===== src/sv/aip_pkg.sv =====
// aip_pkg: types and constants shared by the integer parser modules
// no dependencies
`default_nettype none

package aip_pkg;

   localparam int VALUE_WIDTH_DEF = 32;
   localparam int DCNT_W          = 5;
   localparam int CSR_IDX_W       = 2;
   localparam int CSR_DATA_W      = 5;

   localparam logic [DCNT_W-1:0] DCNT_MAX = '1;

   localparam logic [7:0] CHAR_0     = 8'h30;
   localparam logic [7:0] CHAR_9     = 8'h39;
   localparam logic [7:0] CHAR_LA    = 8'h61;
   localparam logic [7:0] CHAR_LF    = 8'h66;
   localparam logic [7:0] CHAR_UA    = 8'h41;
   localparam logic [7:0] CHAR_UF    = 8'h46;
   localparam logic [7:0] CHAR_SPACE = 8'h20;
   localparam logic [7:0] CHAR_MINUS = 8'h2d;
   localparam logic [7:0] DIGIT_TEN  = 8'd10;

   typedef enum logic [CSR_IDX_W-1:0] {
      CSR_HEX_MODE    = 2'd0,
      CSR_SIGNED_MODE = 2'd1,
      CSR_DIGIT_LIMIT = 2'd2
   } csr_index_type;

   typedef enum logic [2:0] {
      PH_IDLE   = 3'b001,
      PH_SIGN   = 3'b010,
      PH_DIGITS = 3'b100
   } phase_type;

   typedef struct packed {
      logic              hex_mode;
      logic              signed_mode;
      logic [DCNT_W-1:0] digit_limit;
   } cfg_type;

   typedef struct packed {
      logic       is_space;
      logic       is_minus;
      logic       is_digit;
      logic [3:0] digit_val;
   } char_class_type;

   typedef struct packed {
      logic              emit;
      logic [DCNT_W-1:0] digit_count;
      logic              parse_error;
      logic [7:0]        stop_char;
      logic              stop_char_valid;
   } result_type;

endpackage

`default_nettype wire


===== src/sv/aip_if.sv =====
// aip_if: valid/ready stream interfaces for the parser's character and result channels
// depends on aip_pkg
`default_nettype none

interface aip_req_if;
   logic       valid;
   logic       ready;
   logic [7:0] char_code;
   logic       end_of_data;

   modport source (output valid, output char_code, output end_of_data, input ready);
   modport sink   (input valid, input char_code, input end_of_data, output ready);
endinterface

interface aip_rsp_if
   import aip_pkg::*;
#(
   parameter int VALUE_WIDTH = VALUE_WIDTH_DEF
);
   logic                   valid;
   logic                   ready;
   logic [VALUE_WIDTH-1:0] value_bits;
   logic [DCNT_W-1:0]      digit_count;
   logic                   parse_error;
   logic [7:0]             stop_char;
   logic                   stop_char_valid;

   modport source (output valid, output value_bits, output digit_count, output parse_error,
                   output stop_char, output stop_char_valid, input ready);
   modport sink   (input valid, input value_bits, input digit_count, input parse_error,
                   input stop_char, input stop_char_valid, output ready);
endinterface

`default_nettype wire


===== src/sv/aip_char_class.sv =====
// aip_char_class: classifies one character as space, minus or digit of the current base
// depends on aip_pkg
`default_nettype none

module aip_char_class
   import aip_pkg::*;
(
   input  wire logic [7:0]     char_code,
   input  wire logic           hex_mode,
   output char_class_type      char_class
);

   logic       is_dec;
   logic       is_lo;
   logic       is_up;
   logic [7:0] off_dec;
   logic [7:0] off_lo;
   logic [7:0] off_up;

   always_comb begin
      is_dec  = (char_code >= CHAR_0) && (char_code <= CHAR_9);
      is_lo   = hex_mode && (char_code >= CHAR_LA) && (char_code <= CHAR_LF);
      is_up   = hex_mode && (char_code >= CHAR_UA) && (char_code <= CHAR_UF);
      off_dec = char_code - CHAR_0;
      off_lo  = char_code - CHAR_LA + DIGIT_TEN;
      off_up  = char_code - CHAR_UA + DIGIT_TEN;

      char_class.is_space = (char_code == CHAR_SPACE);
      char_class.is_minus = (char_code == CHAR_MINUS);
      char_class.is_digit = is_dec || is_lo || is_up;
      if (is_dec) begin
         char_class.digit_val = off_dec[3:0];
      end else if (is_lo) begin
         char_class.digit_val = off_lo[3:0];
      end else begin
         char_class.digit_val = off_up[3:0];
      end
   end

endmodule

`default_nettype wire


===== src/sv/aip_parse_core.sv =====
// aip_parse_core: parse state (phase, accumulator, digit count, sign) and result logic
// depends on aip_pkg; fed by aip_char_class
`default_nettype none

module aip_parse_core
   import aip_pkg::*;
#(
   parameter int VALUE_WIDTH = VALUE_WIDTH_DEF
) (
   input  wire logic                   clock,
   input  wire logic                   reset,
   input  wire logic                   advance,
   input  wire logic [7:0]             char_code,
   input  wire logic                   end_of_data,
   input  wire char_class_type         char_class,
   input  wire cfg_type                cfg,
   output result_type                  result,
   output logic [VALUE_WIDTH-1:0]      value_bits
);

   phase_type              phase_ff, phase_in;
   logic [VALUE_WIDTH-1:0] acc_ff, acc_in;
   logic [DCNT_W-1:0]      digits_ff, digits_in;
   logic                   neg_ff, neg_in;

   logic                   skipping;
   logic [VALUE_WIDTH-1:0] acc_step;
   logic [DCNT_W-1:0]      digits_step;
   logic [VALUE_WIDTH-1:0] acc_sel;
   logic [DCNT_W-1:0]      digits_sel;
   logic                   neg_sel;
   logic                   limit_hit;

   always_comb begin
      skipping = (phase_ff == PH_IDLE) || (phase_ff == PH_SIGN);
      if (cfg.hex_mode) begin
         acc_step = (acc_ff << 4) | VALUE_WIDTH'(char_class.digit_val);
      end else begin
         // times ten as shift-and-add
         acc_step = (acc_ff << 3) + (acc_ff << 1) + VALUE_WIDTH'(char_class.digit_val);
      end
      digits_step = (digits_ff == DCNT_MAX) ? digits_ff : digits_ff + 1'b1;
      limit_hit   = (cfg.digit_limit != '0) && (digits_step >= cfg.digit_limit);

      phase_in   = phase_ff;
      acc_in     = acc_ff;
      digits_in  = digits_ff;
      neg_in     = neg_ff;
      acc_sel    = acc_ff;
      digits_sel = digits_ff;
      neg_sel    = neg_ff;
      result.emit            = 1'b0;
      result.stop_char       = '0;
      result.stop_char_valid = 1'b0;

      if (skipping && char_class.is_space) begin
         result.emit = end_of_data;
      end else if ((phase_ff == PH_IDLE) && cfg.signed_mode && char_class.is_minus) begin
         phase_in    = PH_SIGN;
         neg_in      = 1'b1;
         neg_sel     = 1'b1;
         result.emit = end_of_data;
      end else if (!char_class.is_digit) begin
         // terminator is handed back unconsumed
         result.emit            = 1'b1;
         result.stop_char       = char_code;
         result.stop_char_valid = 1'b1;
      end else begin
         phase_in    = PH_DIGITS;
         acc_in      = acc_step;
         digits_in   = digits_step;
         acc_sel     = acc_step;
         digits_sel  = digits_step;
         result.emit = end_of_data || limit_hit;
      end

      result.digit_count = digits_sel;
      result.parse_error = (digits_sel == '0);
      if (result.parse_error) begin
         value_bits = '0;
      end else if (neg_sel) begin
         value_bits = ~acc_sel + 1'b1;
      end else begin
         value_bits = acc_sel;
      end

      if (result.emit) begin
         phase_in  = PH_IDLE;
         acc_in    = '0;
         digits_in = '0;
         neg_in    = 1'b0;
      end
   end

   always_ff @(posedge clock) begin
      if (reset) begin
         phase_ff  <= PH_IDLE;
         acc_ff    <= '0;
         digits_ff <= '0;
         neg_ff    <= 1'b0;
      end else if (advance) begin
         phase_ff  <= phase_in;
         acc_ff    <= acc_in;
         digits_ff <= digits_in;
         neg_ff    <= neg_in;
      end
   end

endmodule

`default_nettype wire


===== src/sv/ascii_integer_parser.sv =====
// ascii_integer_parser: top level, with character input register, result register and csrs
// depends on aip_pkg, aip_if, aip_char_class, aip_parse_core
//
// Usage:
//   req_ch carries one character per transaction (char_code, end_of_data).
//   rsp_ch carries one result per parsed number: value_bits, digit_count,
//   parse_error, stop_char and stop_char_valid.
//   csr_wr_en/csr_index/csr_data write hex_mode (0), signed_mode (1) and
//   digit_limit (2); write only while no number is in progress.
// Timing:
//   a character is registered at acceptance and evaluated against the parse
//   state once the result register is free, and the result that it ends is
//   then held in the result register, which drives rsp_ch.
//   one character per cycle is sustained while rsp_ch does not stall; the
//   parse state loop updates directly from the registered character.
// Reset:
//   synchronous, clears the parse state, the csrs and both valid flags.
// Backpressure:
//   while a result waits on rsp_ch the registered character holds and
//   req_ch.ready stays high only until that register is occupied.
`default_nettype none

module ascii_integer_parser
   import aip_pkg::*;
#(
   parameter int VALUE_WIDTH = VALUE_WIDTH_DEF
) (
   input  wire logic                  clock,
   input  wire logic                  reset,
   aip_req_if.sink                    req_ch,
   aip_rsp_if.source                  rsp_ch,
   input  wire logic                  csr_wr_en,
   input  wire logic [CSR_IDX_W-1:0]  csr_index,
   input  wire logic [CSR_DATA_W-1:0] csr_data
);

   cfg_type                cfg_ff;
   logic                   in_valid_ff;
   logic [7:0]             char_ff;
   logic                   eod_ff;
   logic                   out_valid_ff;
   logic [VALUE_WIDTH-1:0] value_ff;
   result_type             res_ff;

   logic                   advance;
   logic                   in_take;
   char_class_type         char_class;
   result_type             result;
   logic [VALUE_WIDTH-1:0] value_bits;

   assign advance       = in_valid_ff && (!out_valid_ff || rsp_ch.ready);
   assign req_ch.ready  = !in_valid_ff || advance;
   assign in_take       = req_ch.valid && req_ch.ready;

   aip_char_class u_char_class (
      .char_code  (char_ff),
      .hex_mode   (cfg_ff.hex_mode),
      .char_class (char_class)
   );

   aip_parse_core #(
      .VALUE_WIDTH (VALUE_WIDTH)
   ) u_parse_core (
      .clock       (clock),
      .reset       (reset),
      .advance     (advance),
      .char_code   (char_ff),
      .end_of_data (eod_ff),
      .char_class  (char_class),
      .cfg         (cfg_ff),
      .result      (result),
      .value_bits  (value_bits)
   );

   // csr writes
   always_ff @(posedge clock) begin
      if (reset) begin
         cfg_ff <= '0;
      end else if (csr_wr_en) begin
         unique case (csr_index)
            CSR_HEX_MODE:    cfg_ff.hex_mode    <= csr_data[0];
            CSR_SIGNED_MODE: cfg_ff.signed_mode <= csr_data[0];
            CSR_DIGIT_LIMIT: cfg_ff.digit_limit <= csr_data[DCNT_W-1:0];
            default: ;
         endcase
      end
   end

   // input register
   always_ff @(posedge clock) begin
      if (reset) begin
         in_valid_ff <= 1'b0;
      end else if (in_take) begin
         in_valid_ff <= 1'b1;
      end else if (advance) begin
         in_valid_ff <= 1'b0;
      end
   end

   always_ff @(posedge clock) begin
      if (in_take) begin
         char_ff <= req_ch.char_code;
         eod_ff  <= req_ch.end_of_data;
      end
   end

   // result register
   always_ff @(posedge clock) begin
      if (reset) begin
         out_valid_ff <= 1'b0;
      end else if (advance) begin
         out_valid_ff <= result.emit;
      end else if (rsp_ch.ready) begin
         out_valid_ff <= 1'b0;
      end
   end

   always_ff @(posedge clock) begin
      if (advance && result.emit) begin
         value_ff <= value_bits;
         res_ff   <= result;
      end
   end

   assign rsp_ch.valid           = out_valid_ff;
   assign rsp_ch.value_bits      = value_ff;
   assign rsp_ch.digit_count     = res_ff.digit_count;
   assign rsp_ch.parse_error     = res_ff.parse_error;
   assign rsp_ch.stop_char       = res_ff.stop_char;
   assign rsp_ch.stop_char_valid = res_ff.stop_char_valid;

endmodule

`default_nettype wire


===== src/flat_wrapper.sv =====
// flat-port wrapper written by rule: the top's interface ports become plain ports
module ascii_integer_parser_flat import aip_pkg::*;
#(
   parameter int VALUE_WIDTH = VALUE_WIDTH_DEF
)
  (clock, reset, csr_wr_en, csr_index, csr_data, req_ch_valid, req_ch_char_code, req_ch_end_of_data, req_ch_ready, rsp_ch_valid, rsp_ch_value_bits, rsp_ch_digit_count, rsp_ch_parse_error, rsp_ch_stop_char, rsp_ch_stop_char_valid, rsp_ch_ready);
  aip_req_if req_ch_i ();
  aip_rsp_if #(.VALUE_WIDTH(VALUE_WIDTH)) rsp_ch_i ();
  input  wire logic clock;
  input  wire logic reset;
  input  wire logic csr_wr_en;
  input  wire logic [CSR_IDX_W-1:0] csr_index;
  input  wire logic [CSR_DATA_W-1:0] csr_data;
  input wire logic [$bits(req_ch_i.valid)-1:0] req_ch_valid;
  input wire logic [$bits(req_ch_i.char_code)-1:0] req_ch_char_code;
  input wire logic [$bits(req_ch_i.end_of_data)-1:0] req_ch_end_of_data;
  output wire logic [$bits(req_ch_i.ready)-1:0] req_ch_ready;
  output wire logic [$bits(rsp_ch_i.valid)-1:0] rsp_ch_valid;
  output wire logic [$bits(rsp_ch_i.value_bits)-1:0] rsp_ch_value_bits;
  output wire logic [$bits(rsp_ch_i.digit_count)-1:0] rsp_ch_digit_count;
  output wire logic [$bits(rsp_ch_i.parse_error)-1:0] rsp_ch_parse_error;
  output wire logic [$bits(rsp_ch_i.stop_char)-1:0] rsp_ch_stop_char;
  output wire logic [$bits(rsp_ch_i.stop_char_valid)-1:0] rsp_ch_stop_char_valid;
  input wire logic [$bits(rsp_ch_i.ready)-1:0] rsp_ch_ready;
  assign req_ch_i.valid = req_ch_valid;
  assign req_ch_i.char_code = req_ch_char_code;
  assign req_ch_i.end_of_data = req_ch_end_of_data;
  assign req_ch_ready = req_ch_i.ready;
  assign rsp_ch_valid = rsp_ch_i.valid;
  assign rsp_ch_value_bits = rsp_ch_i.value_bits;
  assign rsp_ch_digit_count = rsp_ch_i.digit_count;
  assign rsp_ch_parse_error = rsp_ch_i.parse_error;
  assign rsp_ch_stop_char = rsp_ch_i.stop_char;
  assign rsp_ch_stop_char_valid = rsp_ch_i.stop_char_valid;
  assign rsp_ch_i.ready = rsp_ch_ready;
  ascii_integer_parser #(.VALUE_WIDTH(VALUE_WIDTH)) u_core (.clock(clock), .reset(reset), .req_ch(req_ch_i), .rsp_ch(rsp_ch_i), .csr_wr_en(csr_wr_en), .csr_index(csr_index), .csr_data(csr_data));
endmodule

===== config.mk =====
export PLATFORM = sky130hd
export DESIGN_NAME = ascii_integer_parser_flat
export DESIGN_NICKNAME = d
export VERILOG_FILES = /design/src/sv/aip_pkg.sv /design/src/sv/aip_if.sv /design/src/sv/aip_char_class.sv /design/src/sv/aip_parse_core.sv /design/src/sv/ascii_integer_parser.sv /design/src/flat_wrapper.sv
export SDC_FILE = /design/constraint.sdc
export NUM_CORES = 1
export LEC_CHECK = 0
export BUFFER_PORTS_ARGS = -buffer_cell sky130_fd_sc_hd__buf_2
export CORE_MARGIN = 5
export CORE_UTILIZATION = 66
export DETAILED_ROUTE_END_ITERATION = 10
export PLACE_DENSITY = 0.95
export SLEW_MARGIN = 20
export SYNTH_ARGS = -nofsm -noshare
export SYNTH_HDL_FRONTEND = slang
export SYNTH_SLANG_ARGS = --single-unit

===== constraint.sdc =====
create_clock -name clock -period 10.8 [get_ports clock]
set_clock_uncertainty 0.2 [all_clocks]
set_input_delay 2.16 -clock clock [delete_from_list [all_inputs] [get_ports clock]]
set_output_delay 2.16 -clock clock [all_outputs]
set_load 0.02 [all_outputs]

# --- Word level (Yosys, flattened, before mapping) ---
# Cells that the tools add are included.
op_classes:
  shifts: 0
  n_reduce_logical: 32
  n_div: 0
  n_eq_ne: 8
  bitwise_logic: 2
  n_addsub: 9
  multipliers: 0
  n_lt_le_gt_ge: 7
  mux: 28
ops:
  columns: ["cell", "n"]
  rows:
  - ["32-bit two-way mux", 6]
  - ["32-bit by 1-bit adder with 32-bit output, second input constant", 1]
  - ["32-bit adder", 1]
  - ["32-bit by 4-bit adder with 32-bit output", 1]
  - ["32-bit NOT", 1]
  - ["32-bit by 4-bit bitwise OR with 32-bit output", 1]
  - ["5-bit two-way mux", 5]
  - ["8-bit by 6-bit == test with 1-bit output, second input constant", 2]
  - ["8-bit by 7-bit greater-or-equal comparator with 1-bit output, second input constant", 2]
  - ["8-bit by 7-bit <= comparator with 1-bit output, second input constant", 2]
  - ["1-bit logical AND", 12]
  - ["3-bit two-way mux", 4]
  - ["4-bit by 1-bit subtractor with 4-bit output, second input constant", 3]
  - ["1-bit two-way mux", 11]
  - ["4-bit adder, second input constant", 2]
  - ["8-bit by 6-bit greater-or-equal comparator with 1-bit output, second input constant", 1]
  - ["8-bit by 6-bit <= comparator with 1-bit output, second input constant", 1]
  - ["4-bit two-way mux", 2]
  - ["1-bit logical OR", 6]
  - ["2-bit AND reduction", 3]
  - ["5-bit by 1-bit adder with 5-bit output, second input constant", 1]
  - ["5-bit == test, second input constant", 1]
  - ["5-bit greater-or-equal comparator", 1]
  - ["5-bit zero test", 1]
  - ["other kinds (13)", 15]
word_totals:
  rom_bits: 0
  latch_bits: 0
  mem_bits_rw: 0
  memories: 0
  word_cells: 102
  register_bits: 106

# --- Depth between registers and ports, before layout ---
# Gate-level depths: netlist of the first run.
depth:
  depth_word: 13
  mapped_depth: 21

# --- Cells and area by module ---
# A second synthesis of the first run with hierarchy kept.
hier_totals:
  cells_unflattened: 897
  area_unflattened_um2: 7719.9
by_module_without_submodules:
  columns: ["mod", "instances", "area_each_um2", "seq_area_each_um2", "cells_per_inst"]
  rows:
  - ["aip_parse_core", 1, 5361.4, 820.8, 766]
  - ["ascii_integer_parser", 1, 2095.8, 1861.8, 98]
  - ["aip_char_class", 1, 262.8, 0.0, 33]

# --- Least setup slack after synthesis of the first run ---
# Ideal clock, no wire load.
synth_timing:
  path_type: "input to register"
  startpoint: "input rsp_ch_ready"
  endpoint: "register u_core.res_ff, in the netlist u_core.rsp_ch.digit_count[0] (enable)"
  arrival_time_ns: 4.501
  required_ns: 10.144
  cell_stages: 3
  path_slack_ns: 5.642
  cell_sequence: "nand2b_1 -> nand2_1 -> nor2_1"
synth_via:
  elab_chain_len: 3
synth_lines:
  columns: ["item", "line_no", "text"]
  rows:
  - ["start, declared", "flat_wrapper.sv:24", "input wire logic [$bits(rsp_ch_i.ready)-1:0] rsp_ch_ready;"]
  - ["1-bit logical OR", "ascii_integer_parser.sv:51", "assign advance = in_valid_ff && (!out_valid_ff || rsp_ch.ready);"]
  - ["1-bit logical AND", "ascii_integer_parser.sv:51", null]
  - ["1-bit logical AND", "ascii_integer_parser.sv:119", "if (advance && result.emit) begin"]
  - ["end signal, assigned", "ascii_integer_parser.sv:121", "res_ff <= result;"]
  - ["end, declared", "ascii_integer_parser.sv:43", "result_type res_ff;"]
# Every way passes these cells.
# A chain may end at the register's enable or synchronous reset.

# --- Final worst setup path of the first run ---
layout_timing:
  startpoint: "register u_core.char_ff[0]"
  endpoint: "register u_core.value_ff[31] (netlist: u_core.rsp_ch.value_bits[31]), data pin"
layout_via:
  elab_chain_len: 13
layout_lines:
  columns: ["item", "line_no", "text"]
  rows:
  - ["start, declared", "ascii_integer_parser.sv:39", "logic [7:0] char_ff;"]
  - ["start signal, assigned", "ascii_integer_parser.sv:102", "char_ff <= req_ch.char_code;"]
  - ["parallel branches: the longest is 13 deep, another holds 32-bit by 4-bit adder with 32-bit output", null, null]
  - ["end signal, assigned", "ascii_integer_parser.sv:120", "value_ff <= value_bits;"]
  - ["end, declared", "ascii_integer_parser.sv:42", "logic [VALUE_WIDTH-1:0] value_ff;"]
# Parallel ways; which one is timed is not known.

==> metrics.csv, run 1 <==
stage,metric,value,unit
floorplanning,DIE WIDTH,119,um
detailed_routing,DRC,0,
synth,"Warnings, synthesis",0,
cts,Max Root-Sink Buffers,2,
floorplanning,Starting Density,66.6,%
synth,main area contributors after synthesis,"edfxtp_1 21%, dfxtp_1 13%, ha_1 11%",
hold_path,Worst Hold Launch,u_core.cfg_ff[5],
cts,CTS Root Cell,clkbuf_16,
final_layout,layout cells sized above 1,13.5,%
detailed_routing,first drt pass iteration count,5,
critical_path,Worst Path Buf+Inv,1,
placement,placed cell count,1088,
sta,RSZ-0062 raised after global routing,false,
critical_path,CP endpoint kind,register,
final_layout,nets,1044,
floorplanning,die height,119,um
pwr,worst ir drop on vdd,0.0973,mV
critical_path,R2R Path Start,u_core.char_ff[0],
critical_path,Worst setup startpoint,u_core.char_ff[0],
final_layout,Ant. Diodes,0,
final_layout,multi-input logic area,4940,um2
sta,Achievable Freq,176,MHz
sta,final setup violation count,0,
hold_path,Hold Path Stages,2,
floorplanning,Die ar.,14300,um2
critical_path,Crit path max-delay family,compound AO/OA/AOI/OAI gates,
cts,Post-CTS Hold Buffers,0,
detailed_routing,vias per std cell,6.81,
cts,TritonCTS buffer count,9,
critical_path,worst reg-to-reg setup slack,5.13,ns
synth,Synth cell types,90,
sta,final hold vios,0,
final_layout,FF+latch area,2680,um2
sta,Worst-Margin Slew,1.05,ns
critical_path,worst stage delay on the critical path,0.47,ns
global_routing,first-pass GRT wire length,34.8,mm
global_routing,pin count of the biggest net entering global routing,55,
synth,sequential cell area fraction in the yosys report,33.9,%
critical_path,worst-path cell chain,inv_1 -> ha_1 -> o21bai_2 -> a21o_4 -> mux2_4 -> ha_1 -> ha_1 -> fa_1 -> a21oi_1 -> o21ai_2 -> a311oi_1 -> a31oi_1 -> xnor2_1 -> a21oi_1 -> a21oi_1 -> o211ai_2 -> nor4b_4 -> a41oi_1 -> xnor2_1 -> nor2_1,
sta,Post-Route Setup TNS,0,ns
global_routing,vias in the first global route,7121,
cts,Sink Count,106,
placement,PortBufs,69,
pwr,Lkg Pwr,3.50,nW
critical_path,CP max stage cell,edfxtp_1,
floorplanning,io pins,70,
critical_path,Critical Path RT,10.70,ns
critical_path,Worst setup SP type,register,
critical_path,CP Data Arrival Time,5.57,ns
final_layout,fin util,72.3,%
cts,CTS tree,yes,
synth,async set-reset flop share out of synthesis,0,%
sta,final period utilization,52.5,%
status,outcome,completed,
placement,routability cong.,0.979,
cts,htree depth,3,
synth,Syn Nets,1005,
detailed_routing,Routed Antenna Nets,0,
pwr,power per cell area,100,nW/um2
synth,ys flop type,edfxtp_1,
synth,top post-synthesis cells by count,"111 x nor2_1, 101 x a21oi_1, 72 x nand2_1, 69 x ha_1, 56 x edfxtp_1",
sta,fin. max-slew vios,0,
detailed_routing,Wirelength per Cell,19.9,um
final_layout,fill count,832,
detailed_routing,DR vias,7523,
critical_path,Crit path depth,20,
cts,post_cts resized,0,
global_routing,initial antenna violation count,0,
critical_path,crit path kind,reg -> reg,
global_routing,GRT overflow,0,
sta,crit path time final,5.67,ns
hold_path,worst hold path class,reg -> reg,
cts,Skew-Pair Late Insertion Delay,0.36,ns
floorplanning,total core area,11900,um2
synth,share of the synthesized area in the top cell type,21.3,%
global_routing,Tot GR Track Use,30.2,%
synth,count of flip-flops with a built-in enable after synthesis,56,
flow_run,max cap viols,0,
final_layout,post-route insts no fill,1104,
synth,largest area contributor in the netlist,edfxtp_1,
cts,Post-CTS Setup Repair Bufs,0,
detailed_routing,Routed Wire Length,22.0,mm
critical_path,Crit Path Max Fanout,8,
floorplanning,Placement Rows,40,
cts,clk slew on worst S/H paths,0.07,ns
detailed_routing,1st-iter DRT viols,864,
synth,"count leader, synth",nor2_1,
hold_path,worst hold endpoint,u_core.cfg_ff[5],
final_layout,Area Growth Syn to Fin,8.50,%
critical_path,r2r worst-path depth,20,
critical_path,R2R Path End,u_core.rsp_ch.value_bits[31],
synth,Synth Register Bits,106,
placement,hpwl dp,14.9,mm
synth,mapped cell area,7900,um2
sta,Max transition margin,30.3,%
synth,Syn Area/Cell,8.66,um2
synth,Syn Inst Count,913,
layer usage:
layer | vias up | global-route usage, % | wire length [um]
met4 | 0 | 18.0 | 1290
met2 | 492 | 49.3 | 10300
met1 | 3469 | 37.0 | 8330
li1 | 3440 | - | -
met5 | - | 0 | 0
met3 | 122 | 5.89 | 2090
worst max path at each step:
stage                              endpoint  slack, ns
3_3_place_gp   u_core.rsp_ch.value_bits[31]       5.54
2_1_floorplan  u_core.rsp_ch.digit_count[0]       5.64
3_5_place_dp   u_core.rsp_ch.value_bits[27]       5.32
5_1_grt        u_core.rsp_ch.value_bits[27]       4.82
4_1_cts        u_core.rsp_ch.value_bits[31]       5.24
6_report       u_core.rsp_ch.value_bits[31]       5.13
stage by stage:
| step | total power [W] | cell area, um2 | setup WS, ns | hold slack (ns) |
|---|---|---|---|---|
| finish | 0.000861 | 8570 | 5.13 | 0.320 |
| global route | 0.000886 | 8570 | 4.82 | 0.348 |
| CTS | 0.000861 | 8570 | 5.24 | 0.318 |
| detailed placement | 0.000548 | 8290 | 5.32 | 0.300 |
| global placement | 0.000545 | 8290 | 5.54 | 0.276 |
| floorplan | 0.000520 | 7900 | 5.64 | 0.258 |
cells by family after synthesis:
| kind of cell | count (synthesis) | share of synthesized area [%] |
|---|---|---|
| compound gates | 258 | 21.1 |
| flops | 106 | 33.9 |
| xor+xnor | 49 | 5.43 |
| mux | 19 | 2.50 |
| fa+ha+maj | 71 | 11.4 |
| buf+inv | 69 | 3.66 |
| simple gates | 341 | 22.0 |
report_power, final:
group	leakage [nW]	total, W	switching, W	internal (W)
registers	0.926	0.000442	0.00000665	0.000436
logic	2.44	0.000101	0.0000692	0.0000316
clock network	0.136	0.000317	0.000157	0.000161
total	3.50	0.000861	0.000233	0.000628
tightest hold or removal path: stages (launching register included):
cell and delay, ns:
dfxtp_1 0.34, mux2i_1 0.07, nor2_1 0.07
state kept, by name, indices dropped and copies added (netlist names), 3 cells and up:
register and count:
u_core.char_ff 8, u_core.rsp_ch.digit_count 5, u_core.rsp_ch.value_bits 32, u_core.u_parse_core.digits_ff 5, u_core.u_parse_core.acc_ff 32, u_core.cfg_ff 7, u_core.rsp_ch.stop_char 8, u_core.u_parse_core.phase_ff 3
layout by cell type, fill, tap and decap left out, drive strengths merged, types with 4 or more instances in the layout:
cell,count
a2111oi,4
a21o,19
a21oi,103
a22oi,5
a31oi,16
and2,13
and3,8
buf,77
clkbuf,9
clkinv,4
dfxtp,50
edfxtp,56
ha,69
inv,21
mux2i,16
nand2,72
nand2b,11
nand3,24
nand3b,5
nand4,8
nor2,113
nor2b,6
nor3,36
nor3b,4
nor4,8
o211ai,9
o21a,4
o21ai,55
o31ai,5
or3,13
or4,5
xnor2,32
xor2,17
layout make-up:
type / count / share of cell area, %
Tap cell: 147 / 2.15
Multi-Input combinational cell: 738 / 57.6
Timing Repair Buffer: 77 / 4.73
Inverter: 20 / 0.876
Clock inverter: 7 / 0.700
Sequential cell: 106 / 31.3
Clock buffer: 9 / 2.63
No activity file was read; power rests on OpenSTA's default activity.
==> run 2, diff against run 1 <==
- CORE_UTILIZATION: 66 -> 55
- PLACE_DENSITY: 0.95 -> 0.85
- clock period: 10.8 -> 4.9 ns (I/O delays scaled with it)
==> metrics.csv, run 2 (same netlist as run 1, synthesis figures left out) <==
stage,metric,value,unit,change
cts,clk slew on worst S/H paths,0.07,ns,about the same
sta,RSZ-0062 raised after global routing,true,,was false
status,failing checks,setup timing,,
cts,Max Root-Sink Buffers,2,,unchanged
sta,Max transition margin,30.2,%,was 30.3%
floorplanning,io pins,70,,unchanged
floorplanning,die height,130,um,was 119 um
global_routing,pin count of the biggest net entering global routing,56,,was 55
status,outcome,"finished, violations left",,was completed
placement,PortBufs,69,,unchanged
final_layout,layout cells sized above 1,21.3,%,was 13.5%
global_routing,vias in the first global route,7050,,was 7121
sta,final hold vios,0,,unchanged
flow_run,max cap viols,0,,unchanged
critical_path,R2R Path Start,u_core.char_ff[0],,unchanged
floorplanning,Starting Density,56.5,%,was 66.6%
detailed_routing,Routed Wire Length,22.5,mm,was 22.0 mm
global_routing,first-pass GRT wire length,35.4,mm,was 34.8 mm
detailed_routing,1st-iter DRT viols,1004,,was 864
critical_path,Worst setup SP type,register,,unchanged
final_layout,Area Growth Syn to Fin,17.3,%,was 8.50%
cts,Post-CTS Hold Buffers,0,,unchanged
cts,Sink Count,106,,unchanged
critical_path,CP Data Arrival Time,4.88,ns,was 5.57 ns
critical_path,worst reg-to-reg setup slack,-0.09,ns,was 5.13 ns
global_routing,GRT overflow,0,,unchanged
final_layout,"commonest cells after routing, fill and taps aside","109 x nor2_1, 95 x a21oi_1, 71 x nand2_1",,"was 109 x nor2_1, 101 x a21oi_1, 72 x nand2_1"
critical_path,r2r worst-path depth,21,,was 20
detailed_routing,Routed Antenna Nets,0,,unchanged
sta,Achievable Freq,201,MHz,was 176 MHz
cts,CTS Root Cell,clkbuf_16,,unchanged
sta,crit path time final,4.99,ns,was 5.67 ns
final_layout,fin util,66.3,%,was 72.3%
pwr,worst ir drop on vdd,0.163,mV,was 0.0973 mV
detailed_routing,DR vias,7593,,was 7523
detailed_routing,vias per std cell,6.36,,was 6.81
critical_path,Worst setup startpoint,u_core.char_ff[0],,unchanged
floorplanning,Placement Rows,43,,was 40
pwr,Lkg Pwr,3.79,nW,was 3.50 nW
cts,TritonCTS buffer count,9,,unchanged
pwr,power per cell area,214,nW/um2,was 100 nW/um2
sta,final period utilization,102,%,was 52.5%
critical_path,CP endpoint kind,register,,unchanged
hold_path,worst hold path class,reg -> reg,,unchanged
placement,routability cong.,0.957,,was 0.979
cts,htree depth,3,,unchanged
final_layout,nets,1100,,was 1044
global_routing,Tot GR Track Use,26.1,%,was 30.2%
global_routing,initial antenna violation count,0,,unchanged
sta,Worst-Margin Slew,1.05,ns,about the same
final_layout,"commonest non-fill, non-tap cell in the layout",nor2_1,,unchanged
sta,final setup violation count,6,,was 0
critical_path,Worst setup endpoint,u_core.rsp_ch.value_bits[30],,was u_core.rsp_ch.value_bits[31]
final_layout,fin area,9270,um2,was 8570 um2
cts,CTS tree,yes,,unchanged
sta,setup slack after layout,-0.0868,ns,was 5.13 ns
floorplanning,Die ar.,16900,um2,was 14300 um2
floorplanning,total core area,14000,um2,was 11900 um2
placement,hpwl dp,15.7,mm,was 14.9 mm
sta,fin. max-slew vios,0,,unchanged
floorplanning,DIE WIDTH,130,um,was 119 um
final_layout,Ant. Diodes,0,,unchanged
critical_path,Crit Path Max Fanout,4,,was 8
detailed_routing,first drt pass iteration count,5,,unchanged
pwr,Design Power,0.00198,W,was 0.000861 W
critical_path,Critical Path RT,4.79,ns,was 10.70 ns
cts,Skew-Pair Late Insertion Delay,0.35,ns,was 0.36 ns
detailed_routing,DRC,0,,unchanged
critical_path,crit path kind,reg -> reg,,unchanged
critical_path,R2R Path End,u_core.rsp_ch.value_bits[30],,was u_core.rsp_ch.value_bits[31]
detailed_routing,Wirelength per Cell,18.9,um,was 19.9 um
placement,DP Area,8700,um2,was 8290 um2
## run 2: cell types whose count changed in the layout (fill, tap and decap cells not counted), moves of 3 or more
| cell | before | now |
|---|---|---|
| ha_2 | 0 | 3 |
| buf_4 | 8 | 61 |
| a21oi_1 | 101 | 95 |
| ha_1 | 69 | 66 |
| a21oi_2 | 2 | 7 |
| a31oi_1 | 15 | 12 |
## run 2: power by group
| part | internal (W) | switching [W] |
|---|---|---|
| clock network | 0.000401 | 0.000338 |
| registers | 0.000960 | 0.0000129 |
| logic | 0.000100 | 0.000167 |
| total | 0.00146 | 0.000518 |
## run 2: per-layer routing
| layer | vias up | share of wire (%) | global-route usage, % |
|---|---|---|---|
| li1 | 3549 | - | - |
| met1 | 3555 | 41 | 34.5 |
| met2 | 409 | 47 | 42.7 |
| met3 | 80 | 7.9 | 4.46 |
| met4 | 0 | 3.8 | 10.4 |
| met5 | - | 0 | 0 |
## run 2: stage by stage
stage | hold slack [ns] | std cells | worst slack [ns] | setup TNS [ns]
final | 0.313 | 1193 | -0.0868 | -0.303
after global placement | 0.281 | 1167 | -0.0114 | -0.0114
after detailed placement | 0.298 | 1167 | -0.166 | -1.01
after CTS | 0.308 | 1188 | 0.00303 | 0
after global routing | 0.342 | 1193 | -0.288 | -3.12
after floorplan | 0.258 | 913 | 0.0775 | 0
## run 2: how the worst min path moves through the flow
stage                                       endpoint  cells past startpoint                              from
floorplan           u_core.u_parse_core.digits_ff[4]                      2  u_core.u_parse_core.digits_ff[4]
global placement    u_core.u_parse_core.digits_ff[4]                      2  u_core.u_parse_core.digits_ff[4]
detailed placement  u_core.u_parse_core.digits_ff[1]                      2  u_core.u_parse_core.digits_ff[1]
CTS                 u_core.u_parse_core.digits_ff[1]                      2  u_core.u_parse_core.digits_ff[1]
global route          u_core.u_parse_core.acc_ff[28]                      2    u_core.u_parse_core.acc_ff[28]
finish              u_core.u_parse_core.digits_ff[1]                      2  u_core.u_parse_core.digits_ff[1]
## run 2: area by class of cell
class	instances	area [um2]
Clock buffer	9	225
Tap cell	180	225
Clock inverter	7	75.1
Sequential cell	106	2680
Inverter	20	75.1
Fill cell	1081	4720
Timing Repair Buffer	133	855
Multi-Input combinational cell	738	5130
## run 2: worst max-delay path, stage by stage (launching register included)
cell and delay (ns):
edfxtp_1 0.44, inv_2 0.09, ha_2 0.20, o21bai_4 0.07
o211ai_1 0.23, and2_1 0.18, fa_2 0.47, fa_2 0.44
a21oi_4 0.21, o21ai_4 0.10, a311oi_1 0.26, buf_4 0.17
and3_1 0.19, o31ai_1 0.10, xor2_1 0.16, a32oi_1 0.18
buf_4 0.15, nand2_1 0.10, nor3_4 0.30, a31oi_2 0.18
xor2_1 0.20, nor2_1 0.07
## run 2: repair_timing
| item | in CTS | in global routing |
|---|---|---|
| setup endpoints to repair | 15 | 20 |
| resized for setup | 22 | 21 |
| setup buffers | 5 | 5 |
| pin swaps | 13 | 16 |
==> run 3, diff against run 2 <==
- CORE_UTILIZATION: 55 -> 57
- CTS_BUF_LIST: default -> sky130_fd_sc_hd__clkbuf_8
- MAX_ROUTING_LAYER: default -> met4
- PLACE_DENSITY: 0.85 -> 0.88
==> metrics.csv, run 3 (same netlist as run 1, synthesis figures left out) <==
stage,metric,value,unit,change
status,outcome,"finished, violations left",,unchanged
status,failing checks,setup timing,,unchanged
pwr,Clock Power Share,30.6,%,was 37.3%
floorplanning,Die ar.,16300,um2,was 16900 um2
cts,Max Root-Sink Buffers,2,,unchanged
sta,RSZ-0062 raised after global routing,true,,unchanged
critical_path,crit path kind,reg -> reg,,unchanged
final_layout,"commonest non-fill, non-tap cell in the layout",nor2_1,,unchanged
global_routing,pin count of the biggest net entering global routing,54,,was 56
cts,CTS tree,yes,,unchanged
hold_path,worst hold path class,reg -> reg,,unchanged
cts,Skew-Pair Late Insertion Delay,0.38,ns,was 0.35 ns
detailed_routing,vias per std cell,6.35,,was 6.36
cts,Post-CTS Hold Buffers,0,,unchanged
pwr,Int Power,0.00129,W,was 0.00146 W
hold_path,Hold Path Stages,2,,unchanged
placement,placed cell count,1169,,was 1167
global_routing,initial antenna violation count,0,,unchanged
flow_run,max cap viols,0,,unchanged
cts,clk slew on worst S/H paths,0.10,ns,was 0.07 ns
cts,CTS Root Cell,clkbuf_8,,was clkbuf_16
pwr,Net Sw Frac,27.1,%,was 26.2%
detailed_routing,DR vias,7629,,was 7593
sta,Worst-Margin Slew,0.978,ns,was 1.05 ns
sta,crit path time final,5.00,ns,was 4.99 ns
cts,Sink Count,106,,unchanged
pwr,worst ir drop on vdd,0.240,mV,was 0.163 mV
critical_path,Crit Path Max Fanout,5,,was 4
final_layout,Ant. Diodes,0,,unchanged
pwr,power per cell area,192,nW/um2,was 214 nW/um2
floorplanning,die height,128,um,was 130 um
critical_path,CP Data Arrival Time,4.93,ns,was 4.88 ns
global_routing,vias in the first global route,7014,,was 7050
floorplanning,DIE WIDTH,128,um,was 130 um
cts,TritonCTS buffer count,9,,unchanged
sta,setup slack after layout,-0.0984,ns,was -0.0868 ns
final_layout,post-route insts no fill,1202,,was 1193
sta,final period utilization,102,%,about the same
detailed_routing,Routed Wire Length,22.2,mm,was 22.5 mm
floorplanning,Starting Density,57.6,%,was 56.5%
global_routing,first-pass GRT wire length,35.3,mm,was 35.4 mm
pwr,sequential power share,54.9,%,was 49.2%
sta,final hold vios,0,,unchanged
final_layout,nets,1109,,was 1100
cts,htree depth,3,,unchanged
detailed_routing,Routed Antenna Nets,0,,unchanged
final_layout,Area Growth Syn to Fin,16.9,%,was 17.3%
final_layout,"commonest cells after routing, fill and taps aside","109 x nor2_1, 93 x a21oi_1, 72 x nand2_1, 72 x buf_4, 69 x buf_2",,"was 109 x nor2_1, 95 x a21oi_1, 71 x nand2_1"
detailed_routing,Wirelength per Cell,18.5,um,was 18.9 um
critical_path,r2r worst-path depth,23,,was 21
sta,Achievable Freq,200,MHz,was 201 MHz
critical_path,Critical Path RT,4.84,ns,was 4.79 ns
pwr,Switch Pwr,0.000482,W,was 0.000518 W
critical_path,Worst setup SP type,register,,unchanged
sta,Max transition margin,34.8,%,was 30.2%
detailed_routing,first drt pass iteration count,8,,was 5
critical_path,CP endpoint kind,register,,unchanged
floorplanning,io pins,70,,unchanged
placement,PortBufs,69,,unchanged
pwr,combinational power share,14.5,%,was 13.5%
placement,routability cong.,1.01,,was 0.957
global_routing,Tot GR Track Use,27.3,%,was 26.1%
global_routing,GRT overflow,0,,unchanged
sta,fin. max-slew vios,0,,unchanged
floorplanning,total core area,13700,um2,was 14000 um2
final_layout,layout cells sized above 1,22.2,%,was 21.3%
detailed_routing,DRC,0,,unchanged
detailed_routing,1st-iter DRT viols,742,,was 1004
placement,hpwl dp,15.6,mm,was 15.7 mm
sta,final setup violation count,10,,was 6
floorplanning,Placement Rows,43,,unchanged
sta,Hold Worst Slack,0.328,ns,was 0.313 ns
pwr,Lkg Pwr,3.78,nW,was 3.79 nW
run 3: cell types whose count changed in the layout (fill, tap and decap cells not counted), moves of 2 or more:
cell / change
buf_4: +11
mux2i_2: +2
ha_4: +2
mux2i_1: -2
a21oi_2: +2
clkbuf_8: +9
ha_2: -2
o21ai_2: +2
clkbuf_16: -9
a21oi_1: -2
run 3: final timing paths:
| kind | slack (ns) | to | from |
|---|---|---|---|
| worst min register to register | 0.33 | u_core.u_parse_core.digits_ff[4] | u_core.u_parse_core.digits_ff[4] |
| worst max register to register | -0.1 | u_core.rsp_ch.value_bits[31] | u_core.char_ff[0] |
| worst max-delay path | -0.1 | u_core.rsp_ch.value_bits[31] | u_core.char_ff[0] |
| worst min-delay path | 0.33 | u_core.u_parse_core.digits_ff[4] | u_core.u_parse_core.digits_ff[4] |
run 3: area by class of cell:
class	count	area (um2)
inverter	20	75.1
multi-input combinational	738	5150
sequential	106	2680
fill	1049	4480
timing repair buffer	142	906
clock inverter	7	68.8
tap	180	225
clock buffer	9	124
run 3: power by group through the flow:
| stage | clock network (W) | registers [W] | logic (W) |
|---|---|---|---|
| after CTS | 0.000546 | 0.000973 | 0.000240 |
| after detailed placement | 0 | 0.000993 | 0.000236 |
| after global placement | 0 | 0.000991 | 0.000231 |
| after global routing | 0.000587 | 0.000976 | 0.000276 |
| after floorplan | 0 | 0.00102 | 0.000130 |
| final | 0.000543 | 0.000973 | 0.000258 |
run 3: routing by layer:
| metal | part of all wire [%] | vias up | global-route usage [%] |
|---|---|---|---|
| li1 | - | 3566 | - |
| met1 | 40 | 3581 | 35.1 |
| met2 | 49 | 396 | 45.0 |
| met3 | 7.3 | 86 | 4.13 |
| met4 | 3.1 | 0 | 7.80 |
| met5 | 0 | - | - |
run 3: through the flow:
stage	worst slack, ns	setup TNS, ns	cell area, um2	util, %	power (W)
5_1_grt	-0.298	-3.33	9240	67.3	0.00184
3_5_place_dp	-0.160	-1.06	8700	63.4	0.00123
4_1_cts	0.00198	0	8990	65.5	0.00176
2_1_floorplan	0.0775	0	7910	-	0.00115
6_report	-0.0984	-0.583	9240	67.3	0.00177
3_3_place_gp	-0.0532	-0.0671	8700	63.4	0.00122
run 3: worst max-delay path, cell delays in order, from the launching register on:
cell      delay, ns
edfxtp_1       0.49
inv_2          0.14
ha_4           0.17
o21bai_4       0.07
a21o_4         0.24
a21oi_2        0.14
nand2b_1       0.11
ha_1           0.23
ha_2           0.21
fa_2           0.39
a21oi_4        0.20
o21ai_4        0.11
a31oi_4        0.17
buf_4          0.13
a22oi_2        0.08
nor4_1         0.29
nor3_1         0.12
a221oi_2       0.25
o211ai_2       0.21
nor4b_4        0.30
buf_4          0.18
a41oi_2        0.10
xnor2_1        0.16
nor2_1         0.06
run 3: repair_timing:
| item | 4_1_cts | 5_1_grt |
|---|---|---|
| setup endpoints to repair | 15 | 18 |
| buffers inserted | 5 | 12 |
| cloned | 0 | 0 |
| gates resized for setup | 12 | 33 |
| pin swaps | 10 | 18 |
